## config.mk

```make
export PLATFORM = sky130hd
export DESIGN_NAME = air_quality_frame_parser_flat
export DESIGN_NICKNAME = d
export VERILOG_FILES = /design/src/rtl/core/aqfp_pkg.sv /design/src/rtl/core/aqfp_req_if.sv /design/src/rtl/core/aqfp_rsp_if.sv /design/src/rtl/core/aqfp_csr.sv /design/src/rtl/core/aqfp_framer.sv /design/src/rtl/core/aqfp_decode.sv /design/src/rtl/core/air_quality_frame_parser.sv /design/src/flat_wrapper.sv
export SDC_FILE = /design/constraint.sdc
export NUM_CORES = 1
export LEC_CHECK = 0
export BUFFER_PORTS_ARGS = -buffer_cell sky130_fd_sc_hd__buf_4
export CORE_MARGIN = 1.5
export CORE_UTILIZATION = 50
export CTS_CLUSTER_DIAMETER = 50
export DETAILED_ROUTE_END_ITERATION = 8
export PLACE_DENSITY = 0.68
export SYNTH_ARGS = -nofsm -noshare
export SYNTH_HDL_FRONTEND = slang
export SYNTH_SLANG_ARGS = --single-unit
```

## constraint.sdc

```tcl
create_clock -name clock -period 10.7 [get_ports clock]
set_clock_uncertainty 0.05 [all_clocks]
set_input_delay 3.21 -clock clock [delete_from_list [all_inputs] [get_ports clock]]
set_output_delay 3.21 -clock clock [all_outputs]
set_load 0.02 [all_outputs]
```

## src/rtl/core/aqfp_pkg.sv

```systemverilog
package aqfp_pkg;

   localparam int FRAME_MAX  = 19;
   localparam int IDX_W      = 5;
   localparam int CSR_ADDR_W = 4;
   localparam int CSR_DATA_W = 32;

   localparam logic [7:0] PRE_LEGACY    = 8'h3C;
   localparam logic [7:0] PRE_NEW       = 8'h01;
   localparam logic [7:0] LEGACY_SECOND = 8'h02;

   localparam logic [IDX_W-1:0] LAST_IDX_LEGACY = 5'd16;
   localparam logic [IDX_W-1:0] LAST_IDX_NEW    = 5'd18;
   localparam logic [IDX_W-1:0] FIRST_DATA_IDX  = 5'd1;

   localparam logic [11:0] TEMP_OFFSET = 12'd1280;

   // register indexes (paddr[3:2])
   localparam logic [1:0] REG_PM_LIMIT = 2'd0;
   localparam logic [1:0] REG_TEMP_MIN = 2'd1;
   localparam logic [1:0] REG_TEMP_MAX = 2'd2;
   localparam logic [1:0] REG_HUM_MAX  = 2'd3;

   typedef enum logic [1:0] {
      STATUS_OK       = 2'd0,
      STATUS_CHECKSUM = 2'd1,
      STATUS_HEADER   = 2'd2,
      STATUS_IMPLAUS  = 2'd3
   } status_type;

   typedef struct packed {
      logic        [15:0] pm_limit;
      logic signed [11:0] temp_min;
      logic signed [11:0] temp_max;
      logic        [11:0] hum_max;
   } cfg_type;

   typedef logic [FRAME_MAX-1:0][7:0] frame_store_type;

   typedef struct packed {
      logic       at_last;   // next accepted byte closes the frame
      logic       done;      // closing byte accepted this cycle
      logic       is_new;
      logic [7:0] last_byte;
      logic [7:0] sum;
   } frame_view_type;

endpackage

```

## src/rtl/core/aqfp_req_if.sv

```systemverilog
interface aqfp_req_if;
   logic       valid;
   logic       ready;
   logic [7:0] rx_byte;

   modport source (output valid, output rx_byte, input ready);
   modport sink   (input valid, input rx_byte, output ready);
endinterface

```

## src/rtl/core/aqfp_rsp_if.sv

```systemverilog
interface aqfp_rsp_if;
   logic               valid;
   logic               ready;
   logic               frame_kind;
   logic        [1:0]  status;
   logic        [7:0]  device_address;
   logic        [15:0] function_code;
   logic        [15:0] co2_ppm;
   logic        [15:0] formaldehyde;
   logic        [15:0] tvoc;
   logic        [15:0] pm25;
   logic        [15:0] pm10;
   logic signed [11:0] temperature_tenths;
   logic        [11:0] humidity_tenths;

   modport source (output valid, output frame_kind, output status, output device_address,
                   output function_code, output co2_ppm, output formaldehyde, output tvoc,
                   output pm25, output pm10, output temperature_tenths,
                   output humidity_tenths, input ready);
   modport sink   (input valid, input frame_kind, input status, input device_address,
                   input function_code, input co2_ppm, input formaldehyde, input tvoc,
                   input pm25, input pm10, input temperature_tenths,
                   input humidity_tenths, output ready);
endinterface

```

## src/rtl/core/aqfp_csr.sv

```systemverilog
module aqfp_csr (
   input  logic                                clock,
   input  logic                                reset,
   input  logic                                psel,
   input  logic                                penable,
   input  logic                                pwrite,
   input  logic [aqfp_pkg::CSR_ADDR_W-1:0]     paddr,
   input  logic [aqfp_pkg::CSR_DATA_W-1:0]     pwdata,
   output logic [aqfp_pkg::CSR_DATA_W-1:0]     prdata,
   output logic                                pready,
   output aqfp_pkg::cfg_type                   cfg
);
   import aqfp_pkg::*;

   cfg_type    cfg_ff;
   cfg_type    cfg_in;
   logic       wr_en;
   logic [1:0] reg_idx;

   assign wr_en   = psel && penable && pwrite;
   assign reg_idx = paddr[3:2];
   assign pready  = 1'b1;
   assign cfg     = cfg_ff;

   always_comb begin
      cfg_in = cfg_ff;
      if (wr_en) begin
         case (reg_idx)
            REG_PM_LIMIT: cfg_in.pm_limit = pwdata[15:0];
            REG_TEMP_MIN: cfg_in.temp_min = $signed(pwdata[11:0]);
            REG_TEMP_MAX: cfg_in.temp_max = $signed(pwdata[11:0]);
            REG_HUM_MAX:  cfg_in.hum_max  = pwdata[11:0];
            default:      cfg_in = cfg_ff;
         endcase
      end
   end

   always_ff @(posedge clock) begin
      if (reset) begin
         cfg_ff.pm_limit <= 16'd1000;
         cfg_ff.temp_min <= -12'sd400;
         cfg_ff.temp_max <= 12'sd800;
         cfg_ff.hum_max  <= 12'd1000;
      end else begin
         cfg_ff <= cfg_in;
      end
   end

   always_comb begin
      case (reg_idx)
         REG_PM_LIMIT: prdata = {16'd0, cfg_ff.pm_limit};
         REG_TEMP_MIN: prdata = {{20{cfg_ff.temp_min[11]}}, cfg_ff.temp_min};
         REG_TEMP_MAX: prdata = {{20{cfg_ff.temp_max[11]}}, cfg_ff.temp_max};
         REG_HUM_MAX:  prdata = {20'd0, cfg_ff.hum_max};
         default:      prdata = '0;
      endcase
   end

endmodule

```

## src/rtl/core/aqfp_framer.sv

```systemverilog
module aqfp_framer (
   input  logic                          clock,
   input  logic                          reset,
   input  logic                          accept,
   input  logic [7:0]                    rx_byte,
   output aqfp_pkg::frame_view_type      view,
   output aqfp_pkg::frame_store_type     store
);
   import aqfp_pkg::*;

   logic             in_frame_ff, in_frame_in;
   logic             is_new_ff, is_new_in;
   logic [IDX_W-1:0] idx_ff, idx_in;
   logic [7:0]       sum_ff, sum_in;
   frame_store_type  bytes_ff;
   logic             at_last;
   logic             preamble;

   assign preamble = (rx_byte == PRE_LEGACY) || (rx_byte == PRE_NEW);
   assign at_last  = in_frame_ff && (idx_ff == (is_new_ff ? LAST_IDX_NEW : LAST_IDX_LEGACY));

   always_comb begin
      in_frame_in = in_frame_ff;
      is_new_in   = is_new_ff;
      idx_in      = idx_ff;
      sum_in      = sum_ff;
      if (accept) begin
         if (!in_frame_ff) begin
            if (preamble) begin
               in_frame_in = 1'b1;
               is_new_in   = (rx_byte == PRE_NEW);
               idx_in      = FIRST_DATA_IDX;
               sum_in      = rx_byte;
            end
         end else if (at_last) begin
            in_frame_in = 1'b0;
            idx_in      = '0;
            sum_in      = '0;
         end else begin
            idx_in = idx_ff + 1'b1;
            sum_in = sum_ff + rx_byte;
         end
      end
   end

   always_ff @(posedge clock) begin
      if (reset) begin
         in_frame_ff <= 1'b0;
         is_new_ff   <= 1'b0;
         idx_ff      <= '0;
         sum_ff      <= '0;
      end else begin
         in_frame_ff <= in_frame_in;
         is_new_ff   <= is_new_in;
         idx_ff      <= idx_in;
         sum_ff      <= sum_in;
      end
   end

   // byte store, preamble and payload
   always_ff @(posedge clock) begin
      if (accept) begin
         if (!in_frame_ff) begin
            if (preamble) begin
               bytes_ff[0] <= rx_byte;
            end
         end else begin
            bytes_ff[idx_ff] <= rx_byte;
         end
      end
   end

   assign store          = bytes_ff;
   assign view.at_last   = at_last;
   assign view.done      = accept && at_last;
   assign view.is_new    = is_new_ff;
   assign view.last_byte = rx_byte;
   assign view.sum       = sum_ff;

   a_idx_range: assert property (@(posedge clock) disable iff (reset)
      idx_ff <= LAST_IDX_NEW)
      else $error("byte index ran past the longest frame");

   a_hunt_clean: assert property (@(posedge clock) disable iff (reset)
      !in_frame_ff |-> (idx_ff == '0) && (sum_ff == '0))
      else $error("hunting with stale index or sum");

   a_done_hunts: assert property (@(posedge clock) disable iff (reset)
      (accept && at_last) |=> !in_frame_ff)
      else $error("frame did not close after its last byte");

endmodule

```

## src/rtl/core/aqfp_decode.sv

```systemverilog
module aqfp_decode (
   input  logic                       clock,
   input  logic                       reset,
   input  aqfp_pkg::frame_view_type   view,
   input  aqfp_pkg::frame_store_type  store,
   input  aqfp_pkg::cfg_type          cfg,
   output logic                       busy,
   aqfp_rsp_if.source                 rsp
);
   import aqfp_pkg::*;

   typedef struct packed {
      logic               frame_kind;
      status_type         status;
      logic        [7:0]  device_address;
      logic        [15:0] function_code;
      logic        [15:0] co2_ppm;
      logic        [15:0] formaldehyde;
      logic        [15:0] tvoc;
      logic        [15:0] pm25;
      logic        [15:0] pm10;
      logic signed [11:0] temperature_tenths;
      logic        [11:0] humidity_tenths;
   } result_type;

   result_type  res_ff, res_in;
   logic        valid_ff, valid_in;
   logic [7:0]  t_int, t_frac, h_int, h_frac;
   logic [11:0] t_raw, h_raw;
   logic signed [11:0] temp;
   logic        implausible;

   // new frames sit one byte later than legacy ones
   function automatic logic [15:0] word_at(input frame_store_type s,
                                           input logic [IDX_W-1:0] i);
      return {s[i], s[i + 1'b1]};
   endfunction

   always_comb begin
      t_int  = view.is_new ? store[13] : store[12];
      t_frac = view.is_new ? store[14] : store[13];
      h_int  = view.is_new ? store[15] : store[14];
      h_frac = view.is_new ? store[16] : store[15];
      t_raw  = {1'b0, t_int, 3'b000} + {3'b000, t_int, 1'b0} + {4'b0000, t_frac};
      h_raw  = {1'b0, h_int, 3'b000} + {3'b000, h_int, 1'b0} + {4'b0000, h_frac};
      temp   = (t_raw > TEMP_OFFSET) ? $signed(TEMP_OFFSET - t_raw) : $signed(t_raw);

      res_in.frame_kind     = view.is_new;
      res_in.device_address = view.is_new ? store[0] : 8'd0;
      res_in.function_code  = view.is_new ? word_at(store, 5'd1) : 16'd0;
      res_in.co2_ppm        = view.is_new ? word_at(store, 5'd3)  : word_at(store, 5'd2);
      res_in.formaldehyde   = view.is_new ? word_at(store, 5'd5)  : word_at(store, 5'd4);
      res_in.tvoc           = view.is_new ? word_at(store, 5'd7)  : word_at(store, 5'd6);
      res_in.pm25           = view.is_new ? word_at(store, 5'd9)  : word_at(store, 5'd8);
      res_in.pm10           = view.is_new ? word_at(store, 5'd11) : word_at(store, 5'd10);
      res_in.temperature_tenths = temp;
      res_in.humidity_tenths    = h_raw;

      implausible = (res_in.pm25 > cfg.pm_limit) || (res_in.pm10 > cfg.pm_limit) ||
                    (temp < cfg.temp_min) || (temp > cfg.temp_max) ||
                    (h_raw > cfg.hum_max);

      if (!view.is_new && (store[1] != LEGACY_SECOND)) begin
         res_in.status = STATUS_HEADER;
      end else if (!view.is_new && (view.sum[6:0] != view.last_byte[6:0])) begin
         res_in.status = STATUS_CHECKSUM;
      end else if (implausible) begin
         res_in.status = STATUS_IMPLAUS;
      end else begin
         res_in.status = STATUS_OK;
      end
   end

   assign busy     = valid_ff && !rsp.ready;
   assign valid_in = view.done || (valid_ff && !rsp.ready);

   always_ff @(posedge clock) begin
      if (reset) begin
         valid_ff <= 1'b0;
      end else begin
         valid_ff <= valid_in;
      end
   end

   always_ff @(posedge clock) begin
      if (view.done) begin
         res_ff <= res_in;
      end
   end

   assign rsp.valid              = valid_ff;
   assign rsp.frame_kind         = res_ff.frame_kind;
   assign rsp.status             = res_ff.status;
   assign rsp.device_address     = res_ff.device_address;
   assign rsp.function_code      = res_ff.function_code;
   assign rsp.co2_ppm            = res_ff.co2_ppm;
   assign rsp.formaldehyde       = res_ff.formaldehyde;
   assign rsp.tvoc               = res_ff.tvoc;
   assign rsp.pm25               = res_ff.pm25;
   assign rsp.pm10               = res_ff.pm10;
   assign rsp.temperature_tenths = res_ff.temperature_tenths;
   assign rsp.humidity_tenths    = res_ff.humidity_tenths;

   a_legacy_zero: assert property (@(posedge clock) disable iff (reset)
      (valid_ff && !res_ff.frame_kind) |->
         (res_ff.device_address == 8'd0) && (res_ff.function_code == 16'd0))
      else $error("legacy result carries address or function");

   a_no_overwrite: assert property (@(posedge clock) disable iff (reset)
      view.done |-> !(valid_ff && !rsp.ready))
      else $error("frame closed while a result was stalled");

   a_stall_hold: assert property (@(posedge clock) disable iff (reset)
      (valid_ff && !rsp.ready) |=> valid_ff && $stable(res_ff))
      else $error("stalled result changed or vanished");

endmodule

```

## src/rtl/core/air_quality_frame_parser.sv

```systemverilog
// Channel   Direction  Transaction                       Handshake
// req_chan  in         one received sensor byte          valid/ready
// rsp_chan  out        one decoded frame with a status   valid/ready
// csr       in         APB-style register write/read     psel/penable, pready tied high
//
// One byte per cycle sustained; a frame's result appears in the output
// register the cycle after its closing byte is taken (17 or 19 bytes/frame).
// Synchronous active-high reset: hunting, no result pending, limits at defaults.
// A stalled result blocks only the closing byte of the next frame; every other
// byte keeps flowing into the framer.
module air_quality_frame_parser (
   input  logic                            clock,
   input  logic                            reset,
   aqfp_req_if.sink                        req_chan,
   aqfp_rsp_if.source                      rsp_chan,
   input  logic                            psel,
   input  logic                            penable,
   input  logic                            pwrite,
   input  logic [aqfp_pkg::CSR_ADDR_W-1:0] paddr,
   input  logic [aqfp_pkg::CSR_DATA_W-1:0] pwdata,
   output logic [aqfp_pkg::CSR_DATA_W-1:0] prdata,
   output logic                            pready
);
   import aqfp_pkg::*;

   cfg_type         cfg;
   frame_view_type  view;
   frame_store_type store;
   logic            busy;
   logic            accept;

   // limits for the plausibility check
   aqfp_csr u_csr (
      .clock   (clock),
      .reset   (reset),
      .psel    (psel),
      .penable (penable),
      .pwrite  (pwrite),
      .paddr   (paddr),
      .pwdata  (pwdata),
      .prdata  (prdata),
      .pready  (pready),
      .cfg     (cfg)
   );

   // only the closing byte needs room in the output register
   assign req_chan.ready = !view.at_last || !busy;
   assign accept         = req_chan.valid && req_chan.ready;

   // preamble hunt, byte collection, running sum
   aqfp_framer u_framer (
      .clock   (clock),
      .reset   (reset),
      .accept  (accept),
      .rx_byte (req_chan.rx_byte),
      .view    (view),
      .store   (store)
   );

   // field decode, status, result register
   aqfp_decode u_decode (
      .clock (clock),
      .reset (reset),
      .view  (view),
      .store (store),
      .cfg   (cfg),
      .busy  (busy),
      .rsp   (rsp_chan)
   );

   a_ready_mid_frame: assert property (@(posedge clock) disable iff (reset)
      !view.at_last |-> req_chan.ready)
      else $error("input stalled on a byte that cannot produce a result");

   a_result_follows: assert property (@(posedge clock) disable iff (reset)
      view.done |=> rsp_chan.valid)
      else $error("closed frame gave no result");

   a_result_kind: assert property (@(posedge clock) disable iff (reset)
      view.done |=> (rsp_chan.frame_kind == $past(view.is_new)))
      else $error("result kind differs from the closed frame");

endmodule

```

## src/flat_wrapper.sv

```systemverilog
// flat-port wrapper written by rule: the top's interface ports become plain ports
module air_quality_frame_parser_flat import aqfp_pkg::*;
  (clock, reset, psel, penable, pwrite, paddr, pwdata, prdata, pready, req_chan_valid, req_chan_rx_byte, req_chan_ready, rsp_chan_valid, rsp_chan_frame_kind, rsp_chan_status, rsp_chan_device_address, rsp_chan_function_code, rsp_chan_co2_ppm, rsp_chan_formaldehyde, rsp_chan_tvoc, rsp_chan_pm25, rsp_chan_pm10, rsp_chan_temperature_tenths, rsp_chan_humidity_tenths, rsp_chan_ready);
  aqfp_req_if req_chan_i ();
  aqfp_rsp_if rsp_chan_i ();
  input  logic clock;
  input  logic reset;
  input  logic psel;
  input  logic penable;
  input  logic pwrite;
  input  logic [aqfp_pkg::CSR_ADDR_W-1:0] paddr;
  input  logic [aqfp_pkg::CSR_DATA_W-1:0] pwdata;
  output logic [aqfp_pkg::CSR_DATA_W-1:0] prdata;
  output logic pready;
  input wire logic [$bits(req_chan_i.valid)-1:0] req_chan_valid;
  input wire logic [$bits(req_chan_i.rx_byte)-1:0] req_chan_rx_byte;
  output wire logic [$bits(req_chan_i.ready)-1:0] req_chan_ready;
  output wire logic [$bits(rsp_chan_i.valid)-1:0] rsp_chan_valid;
  output wire logic [$bits(rsp_chan_i.frame_kind)-1:0] rsp_chan_frame_kind;
  output wire logic [$bits(rsp_chan_i.status)-1:0] rsp_chan_status;
  output wire logic [$bits(rsp_chan_i.device_address)-1:0] rsp_chan_device_address;
  output wire logic [$bits(rsp_chan_i.function_code)-1:0] rsp_chan_function_code;
  output wire logic [$bits(rsp_chan_i.co2_ppm)-1:0] rsp_chan_co2_ppm;
  output wire logic [$bits(rsp_chan_i.formaldehyde)-1:0] rsp_chan_formaldehyde;
  output wire logic [$bits(rsp_chan_i.tvoc)-1:0] rsp_chan_tvoc;
  output wire logic [$bits(rsp_chan_i.pm25)-1:0] rsp_chan_pm25;
  output wire logic [$bits(rsp_chan_i.pm10)-1:0] rsp_chan_pm10;
  output wire logic [$bits(rsp_chan_i.temperature_tenths)-1:0] rsp_chan_temperature_tenths;
  output wire logic [$bits(rsp_chan_i.humidity_tenths)-1:0] rsp_chan_humidity_tenths;
  input wire logic [$bits(rsp_chan_i.ready)-1:0] rsp_chan_ready;
  assign req_chan_i.valid = req_chan_valid;
  assign req_chan_i.rx_byte = req_chan_rx_byte;
  assign req_chan_ready = req_chan_i.ready;
  assign rsp_chan_valid = rsp_chan_i.valid;
  assign rsp_chan_frame_kind = rsp_chan_i.frame_kind;
  assign rsp_chan_status = rsp_chan_i.status;
  assign rsp_chan_device_address = rsp_chan_i.device_address;
  assign rsp_chan_function_code = rsp_chan_i.function_code;
  assign rsp_chan_co2_ppm = rsp_chan_i.co2_ppm;
  assign rsp_chan_formaldehyde = rsp_chan_i.formaldehyde;
  assign rsp_chan_tvoc = rsp_chan_i.tvoc;
  assign rsp_chan_pm25 = rsp_chan_i.pm25;
  assign rsp_chan_pm10 = rsp_chan_i.pm10;
  assign rsp_chan_temperature_tenths = rsp_chan_i.temperature_tenths;
  assign rsp_chan_humidity_tenths = rsp_chan_i.humidity_tenths;
  assign rsp_chan_i.ready = rsp_chan_ready;
  air_quality_frame_parser u_core (.clock(clock), .reset(reset), .req_chan(req_chan_i), .rsp_chan(rsp_chan_i), .psel(psel), .penable(penable), .pwrite(pwrite), .paddr(paddr), .pwdata(pwdata), .prdata(prdata), .pready(pready));
endmodule
```

Word level (Yosys, flattened, before mapping):

Index checks and enable logic that the tools add are counted.

* bits in registers: 351
* input bits: 51
* output and inout bits: 166

* add/sub/neg operators: 7
* magnitude comparators: 8
* equality and inequality tests: 8
* muxes and demuxes: 27
* bitwise gates (word level): 1
* reduce and logical (&&, ||, !) cells: 29

Operator list (number)
* bitwise mux 152 bit: 1
* one-hot mux 32 bit (4 select lines): 1
* two-way mux 16 bit: 5
* two-way mux 8 bit: 9
* demux 8 bit (select 5 bit): 1
* > comparator 16 bit: 2
* adder 11 x 9 -> 12 bit: 2
* adder 12 x 8 -> 12 bit: 2
* > comparator 12 bit: 2
* two-way mux 5 bit: 3
* > comparator 12 x 11 -> 1 bit, second input constant: 1
* less-than comparator 12 bit: 1
* two-way mux 12 bit: 1
* AND reduction 2 bit: 6
* subtractor 11 x 12 -> 12 bit, first input constant: 1
* logical AND 1 bit: 9
* adder 8 bit: 1
* == test 8 x 1 -> 1 bit, second input constant: 1
* == test 8 x 6 -> 1 bit, second input constant: 1
* inequality test 8 x 2 -> 1 bit, second input constant: 1
* logical OR 1 bit: 7
* inequality test 7 bit: 1
* less-than comparator 5 x 6 -> 1 bit, second input constant: 1
* two-way mux 2 bit: 3
* other kinds (11): 17

Depth between registers and ports, before layout:

Gate-level depths: netlist of run 1.

* word-level depth: 11
* gate-level depth with buffers: 23
* mapped depth without buffers: 20

By module:

A second synthesis of run 1 with hierarchy kept.

* cell total of the unflattened synthesis: 1265
* area, all modules: 17098.9 µm²

Modules (own cells, without submodules)
* aqfp_decode: instances 1, cells an instance 679, area each 8460.6 µm²
* aqfp_framer: instances 1, cells an instance 343, area each 6029.5 µm²
* aqfp_csr: instances 1, cells an instance 241, area each 2597.5 µm²
* air_quality_frame_parser: instances 1, cells an instance 2, area each 11.3 µm²

Worst setup path after synthesis of run 1:

No wires, ideal clock.

* path type: input port to flip-flop
* from: in rsp_chan_ready
* to: reg u_core.u_decode.res_ff (netlist bit u_core.u_decode.rsp.co2_ppm[0]), enable pin
* library setup time: 626 ps
* arrival: 8993 ps
* required time: 10024 ps
* setup slack: 1031 ps
* stages on the path: 3
* buffers on the path: 0
* path through: nand2b_1 -> o211ai_4 -> nor2_1

RTL lines
* start, declared: line flat_wrapper.sv:30 `input wire logic [$bits(rsp_chan_i.ready)-1:0] rsp_chan_ready;`
* end signal, assigned: line aqfp_decode.sv:87 `res_ff <= res_in;`
* end, declared: line aqfp_decode.sv:26 `result_type res_ff, res_in;`

Worst setup path in the final report of run 1:

* from: in paddr[2] (netlist bit)
* to: out prdata[15] (netlist bit)

* word-level cells in the longest chain between the ends: 2
* elaborated cells between the ends (all ways): 5
* classes of those cells: eq/ne: 3; mux: 1; reduce/logical: 1

RTL lines
* start, declared: line flat_wrapper.sv:11 `input logic [aqfp_pkg::CSR_ADDR_W-1:0] paddr;`
* == test 2 bit, or another cell as far along: line aqfp_csr.sv:50 `case (reg_idx)`
* one-hot mux 32 bit (4 select lines) (*): line aqfp_csr.sv:50
* end, declared: line flat_wrapper.sv:13 `output logic [aqfp_pkg::CSR_DATA_W-1:0] prdata;`

Every way passes the cells marked *; elsewhere a longest branch is shown, timed or not.

==> flow_metrics.py, run 1 <==
metrics = {
    "yosys": {
        "syn_avg_cell_area_um2": 13.2,
        "syn_inst": 1210,
        "async_reset_ff_share_pct": 0,
        "synth-warning-count": 0,
        "syn-num-nets": 1374,
        "syn_area_mm2": 0.0160,
        "synth_edf_count": 267,
        "ys_seq_area_share_pct": 58.5,
        "synth_cell_type_count": 66,
        "yosys_register_bits": 334,
        "synth_ff_type": "edfxtp_1",
    },
    "grt": {
        "gr-total-overflow": 0,
        "antenna_found_initial": 1,
        "grt_pass1_wl_um": 56800,
        "grt_pass1_vias": 10000,
        "grt_max_degree": 103,
        "grt.total_usage_pct": 22.4,
    },
    "timing": {
        "whs_ps": 427,
        "fmax_mhz": 129,
        "rsz0062_at_grt": "no",
        "post-route-min-period_ps": 7730,
        "setup_viol": 0,
        "slew_headroom_pct": 27.2,
        "timing.final.crit_share_pct": 72.2,
        "finalSetupTns_ps": 0,
        "slew_viol_final": 0,
        "worstMarginPinSlew_ps": 1090,
        "hold_viol_final": 0,
    },
    "run": {
        "cap_violations": 0,
    },
    "min_path": {
        "holdCritPathClass": "register to register",
    },
    "floorplanning": {
        "coreArea_mm2": 0.0316,
        "die_area_mm2": 0.0331,
        "die_y_um": 182,
        "rows": 65,
        "ios": 217,
        "die_w_um": 182,
        "start_util_pct": 50.7,
    },
    "drt": {
        "drt_iter0_drc": 767,
        "wirelength_um": 37100,
        "vias": 10200,
        "wl_met2_um": 17500,
        "wl_met1_um": 16900,
        "vias_per_cell": 5.55,
        "drtPass1Iterations": 5,
        "highest_layer": "met4",
        "wire_per_inst_um": 20.2,
        "drc": 0,
        "ant_nets": 0,
        "dr_wl_met3_um": 1890,
    },
    "critical_path": {
        "critical_path_class": "input port to primary output",
        "crit_path_frequent_cell": "buf_4",
        "cp_cell_sequence": "buf_4, nand3b_1, nand2_1, a21o_1, buf_4",
        "path_max_fanout": 21,
        "worstSetupStartpointType": "input port",
        "slowest_delay_ps": 350,
        "crit_path_top_delay_cell": "nand2_1",
        "crit_required_ps": 7440,
        "cp.arrival_ps": 4470,
        "cpLargestDelayFamily": "simple AND/OR/NAND/NOR gates",
        "critPathCaptureType": "primary output",
        "cp_num_buf_inv": 2,
    },
    "final_layout": {
        "nets": 1565,
        "n_antenna_cell": 0,
        "final_cell_area_mm2": 0.0191,
        "finalCoreUtilization_pct": 60.6,
        "drive_gt1_share_pct": 28.0,
        "area_growth_pct": 19.5,
    },
    "pwr": {
        "p_per_area_mw_per_mm2": 148,
        "peakVddDrop_mv": 0.0984,
        "leakage_uw": 0.00735,
        "total_power_uw": 2820,
    },
    "placement": {
        "place.gp.congestion": 0.911,
        "placed_area_mm2": 0.0178,
        "numPortBuffers": 197,
        "place_hpwl_um": 26200,
    },
    "clocking": {
        "clkLatencyLatePin_ps": 550,
        "cts_hold_buf": 0,
        "cts_resized": 0,
        "cts-root-buf": "clkbuf_16",
        "cts_tree": "yes",
        "htree_num_levels": 2,
        "cts_buffers": 39,
        "cts.path.max_buffers": 3,
        "post-cts-setup-buffers": 0,
        "path_clk_slew_ps": 50,
        "cts_sinks": 334,
    },
    "status": {
        "status": "complete, no violations",
    },
}
path summary, 6_finish.rpt:
check                             from                             to  slack (ps)  cells after the start
min               u_core.u_csr.cfg[13]           u_core.u_csr.cfg[13]         430                      2
max                           paddr[2]                     prdata[15]        2970                      5
min reg2reg       u_core.u_csr.cfg[13]           u_core.u_csr.cfg[13]         430                      2
max reg2reg  u_core.u_framer.is_new_ff  u_core.u_decode.rsp.status[1]        4520                     19
cell usage in the layout, fill, tap and decap left out, drive strengths merged, types with 15 or more instances in the layout:
cell type  count
edfxtp       267
buf          204
mux2         102
ha           100
inv           83
nor2          82
nand2         75
dfxtp         67
a21oi         64
clkbuf        49
and2          34
a21o          25
a211o         25
mux2i         20
o21ai         18
nand4         18
clkinv        15
power breakdown:
part	switching, µW	leakage [µW]	internal [µW]
sequential	2.50	0.00298	1390
clock	542	0.000642	797
combinational	54.3	0.00373	32.9
through the flow:
stage / instances / setup slack, ps
floorplan: 1210 / 1030
global placement: 1762 / 3030
detailed placement: 1762 / 2970
CTS: 1834 / 2950
global route: 1834 / 2850
finish: 1834 / 2970
layer usage:
layer / up-vias / GRT usage (%)
met5: - / 0
met4: 0 / 6.91
met3: 55 / 3.35
met2: 275 / 35.8
met1: 5012 / 31.8
li1: 4839 / -
final cells by class:
type | count | area [µm²]
inverter | 81 | 304
multi-input combinational | 741 | 6090
clock buffer | 49 | 1030
clock inverter | 23 | 292
sequential | 334 | 9360
tap | 402 | 503
fill | 2485 | 12400
timing repair buffer | 204 | 1540
cells in the mapped netlist (9+ instances only):
library cell	count	area share (%)
edfxtp_1	267	50
mux2_2	101	7.1
ha_1	100	7.8
inv_1	81	1.9
nor2_1	81	1.9
nand2_1	73	1.7
dfxtp_1	67	8.4
a21oi_1	64	2.0
and2_1	34	1.3
clkbuf_1	32	0.75
a211o_1	25	1.4
a21o_1	25	1.2
mux2i_1	20	1.3
nand4_1	18	0.70
o21ai_0	18	0.56
buf_4	16	0.75
xnor2_1	14	0.77
xor2_1	14	0.77
fa_1	13	1.6
mux4_2	12	1.7
nor2b_1	12	0.47
nor3_1	11	0.34
a211oi_1	10	0.47
o211ai_1	9	0.42
cells by family (layout without fill, tap and decap cells):
logic type / Yosys count / in the layout / synth area share [%]
flip-flops: 334 / 334 / 58.5
AND/OR/NAND/NOR: 278 / 278 / 8.61
AO/OA/AOI/OAI: 187 / 187 / 8.22
buffers and inverters: 135 / 357 / 3.56
multiplexers: 134 / 134 / 10.1
adder cells (fa/ha/maj): 113 / 113 / 9.44
XOR/XNOR: 28 / 28 / 1.53
other: 1 / 1 / 0.0234
worst min-delay path, stage by stage (launching register included):
cell	delay [ps]
dfxtp_1	320
nand2_1	60
a21oi_1	50
state kept, by name, summed over array words and instances, names as in the netlist, 16 cells and up:
name and flops:
u_core.u_csr.cfg 52, u_core.u_decode.rsp.co2_ppm 16, u_core.u_decode.rsp.formaldehyde 16, u_core.u_decode.rsp.function_code 16
u_core.u_decode.rsp.pm10 16, u_core.u_decode.rsp.pm25 16, u_core.u_decode.rsp.tvoc 16, u_core.u_framer.store 136
(Power assumes the default switching activity.)
==> run 2, diff against run 1 <==
--- a/config.mk
+++ b/config.mk
@@ -10,7 +10,7 @@
 export CORE_UTILIZATION = 50
 export CTS_CLUSTER_DIAMETER = 50
 export DETAILED_ROUTE_END_ITERATION = 8
-export PLACE_DENSITY = 0.68
+export PLACE_DENSITY = 0.71
 export SYNTH_ARGS = -nofsm -noshare
 export SYNTH_HDL_FRONTEND = slang
 export SYNTH_SLANG_ARGS = --single-unit
==> constraint.sdc (replaced) <==
create_clock -name clock -period 6.6 [get_ports clock]
set_clock_uncertainty 0.05 [all_clocks]
set_input_delay 1.98 -clock clock [delete_from_list [all_inputs] [get_ports clock]]
set_output_delay 1.98 -clock clock [all_outputs]
set_load 0.02 [all_outputs]
==> run 2 against run 1 <==
  * First-iteration DRC count fell by 2.0%
  * Via count rose by 1.1%
  * Flip-flop and latch count did not move
  * Register-to-register slack got worse by 4100 ps
  * Sequential share of layout area rose by 0.18 points
  * Core utilization fell by 0.22 points
  * Hold slack got worse by 2.7 ps
  * Critical path depth rose by 14
  * Wire length rose by 0.47%
==> flow_metrics.py, run 2 (synthesis results as in run 1) <==
metrics = {
    "timing": {
        "timing.final.crit_share_pct": 92.9,
        "slew_viol_final": 0,
        "slew_headroom_pct": 33.7,
        "hold_viol_final": 0,
        "finalSetupTns_ps": 0,
        "post-route-min-period_ps": 6130,
        "fmax_mhz": 163,
        "whs_ps": 424,
        "worstMarginPinSlew_ps": 995,
        "finalWorstSetupSlack_ps": 466,
        "setup_viol": 0,
        "rsz0062_at_grt": "no",
    },
    "clocking": {
        "cts_buffers": 41,
        "htree_num_levels": 2,
        "cts.path.max_buffers": 3,
        "cts_sinks": 334,
        "cts_tree": "yes",
        "cts_hold_buf": 0,
        "cts_resized": 0,
        "clkLatencyLatePin_ps": 540,
        "post-cts-setup-buffers": 0,
        "path_clk_slew_ps": 60,
        "cts-root-buf": "clkbuf_16",
    },
    "grt": {
        "grt_pass1_vias": 10200,
        "antenna_found_initial": 0,
        "gr-total-overflow": 0,
        "grt_max_degree": 134,
        "grt.total_usage_pct": 22.6,
        "grt_pass1_wl_um": 57200,
    },
    "drt": {
        "drtPass1Iterations": 5,
        "vias": 10300,
        "ant_nets": 0,
        "vias_per_cell": 5.61,
        "drc": 0,
        "wire_per_inst_um": 20.3,
        "wirelength_um": 37300,
        "drt_iter0_drc": 752,
    },
    "pwr": {
        "internal_power_uw": 3500,
        "p_clk_share_pct": 46.1,
        "leakage_uw": 0.00733,
        "p_per_area_mw_per_mm2": 234,
        "switchingPower_uw": 969,
        "p_sw_share_pct": 21.7,
        "comb_power_share_pct": 3.2,
        "power.share.sequential_pct": 50.7,
        "peakVddDrop_mv": 0.192,
    },
    "final_layout": {
        "multi_input_area_mm2": 0.00609,
        "fill_cells": 2448,
        "final-seq-area_mm2": 0.00936,
        "final_common_cell": "edfxtp_1",
        "nets": 1569,
        "largest_reg_flops": 136,
        "finalCoreUtilization_pct": 60.4,
        "drive_gt1_share_pct": 28.2,
        "n_antenna_cell": 0,
        "mostFrequentLayoutCells": "edfxtp_1 (267), buf_4 (205), mux2_2 (101)",
        "area_growth_pct": 19.1,
    },
    "critical_path": {
        "crit_required_ps": 6840,
        "cp.arrival_ps": 6370,
        "critical_path_class": "register to register",
        "worstSetupStartpointType": "register",
        "critPathCaptureType": "register",
        "path_max_fanout": 29,
    },
    "placement": {
        "numPortBuffers": 197,
        "place_hpwl_um": 26100,
        "place.gp.congestion": 0.870,
        "dpl_worst_slack_ps": 542,
    },
    "floorplanning": {
        "start_util_pct": 50.7,
        "ios": 217,
        "die_w_um": 182,
        "rows": 65,
        "coreArea_mm2": 0.0316,
        "die_y_um": 182,
        "die_area_mm2": 0.0331,
    },
    "status": {
        "status": "complete, no violations",
    },
    "run": {
        "cap_violations": 0,
    },
    "min_path": {
        "holdCritPathClass": "register to register",
    },
}
[run 2: changes by cell type in the layout (fill, tap and decap cells not counted)]
cell	delta
bufinv_16	-4
inv_6	+4
clkbuf_1	-3
buf_4	+2
clkbuf_16	+2
clkinv_16	-2
clkinv_4	-2
clkinv_8	+2
clkbuf_8	+1
clkinvlp_2	-1
clkinvlp_4	+1
inv_16	-1
inv_8	+1
[run 2: critical path: stages (launching register included)]
cell      delay, ps
dfxtp_4         600
mux2_2          430
ha_1            300
ha_1            250
fa_1            410
and3_1          200
o21a_1          210
o311ai_2        500
o41a_4          300
o22ai_4         120
nor3b_1         270
xor2_1          350
ha_1            320
a21o_1          190
a211o_1         280
o211ai_1         80
a21oi_1         110
nor4b_1         340
o211ai_1        290
a21bo_2         290
[run 2: area by class of cell]
type | instances | share of cell area, %
flip-flops and latches | 334 | 49.1
inverters | 81 | 1.59
well taps | 402 | 2.64
clock inverters | 21 | 0.814
repair buffers | 206 | 8.18
multi-input cells | 741 | 32.0
clock buffers | 49 | 5.70
[run 2: layer usage]
metal / global-route usage (%) / vias up / part of all wire, %
li1: - / 4838 / -
met1: 30.7 / 5075 / 43
met2: 38.1 / 316 / 49
met3: 3.19 / 66 / 5.5
met4: 6.15 / 0 / 2.3
met5: 0 / - / 0
[run 2: power by group through the flow]
stage	Combinational (µW)	Clock [µW]	Sequential, µW
after global routing	153	2180	2260
after CTS	142	2100	2260
after detailed placement	141	0	2310
final	141	2060	2270
after floorplan	77.8	0	2310
after global placement	138	0	2310
[run 2: stage by stage]
step / power, µW / instance area [µm²] / std cells
6_report: 4470 / 19100 / 1834
5_1_grt: 4600 / 19100 / 1834
4_1_cts: 4500 / 19100 / 1834
3_5_place_dp: 2450 / 17800 / 1764
3_3_place_gp: 2450 / 17800 / 1764
2_1_floorplan: 2390 / 16000 / 1210
[run 2: final timing paths]
kind / startpoint / endpoint / slack, ps / depth (start not counted)
min reg2reg: u_core.u_csr.cfg[37] / u_core.u_csr.cfg[37] / 420 / 2
max reg2reg: u_core.u_framer.is_new_ff / u_core.u_decode.rsp.status[1] / 470 / 19
min: u_core.u_csr.cfg[37] / u_core.u_csr.cfg[37] / 420 / 2
max: u_core.u_framer.is_new_ff / u_core.u_decode.rsp.status[1] / 470 / 19
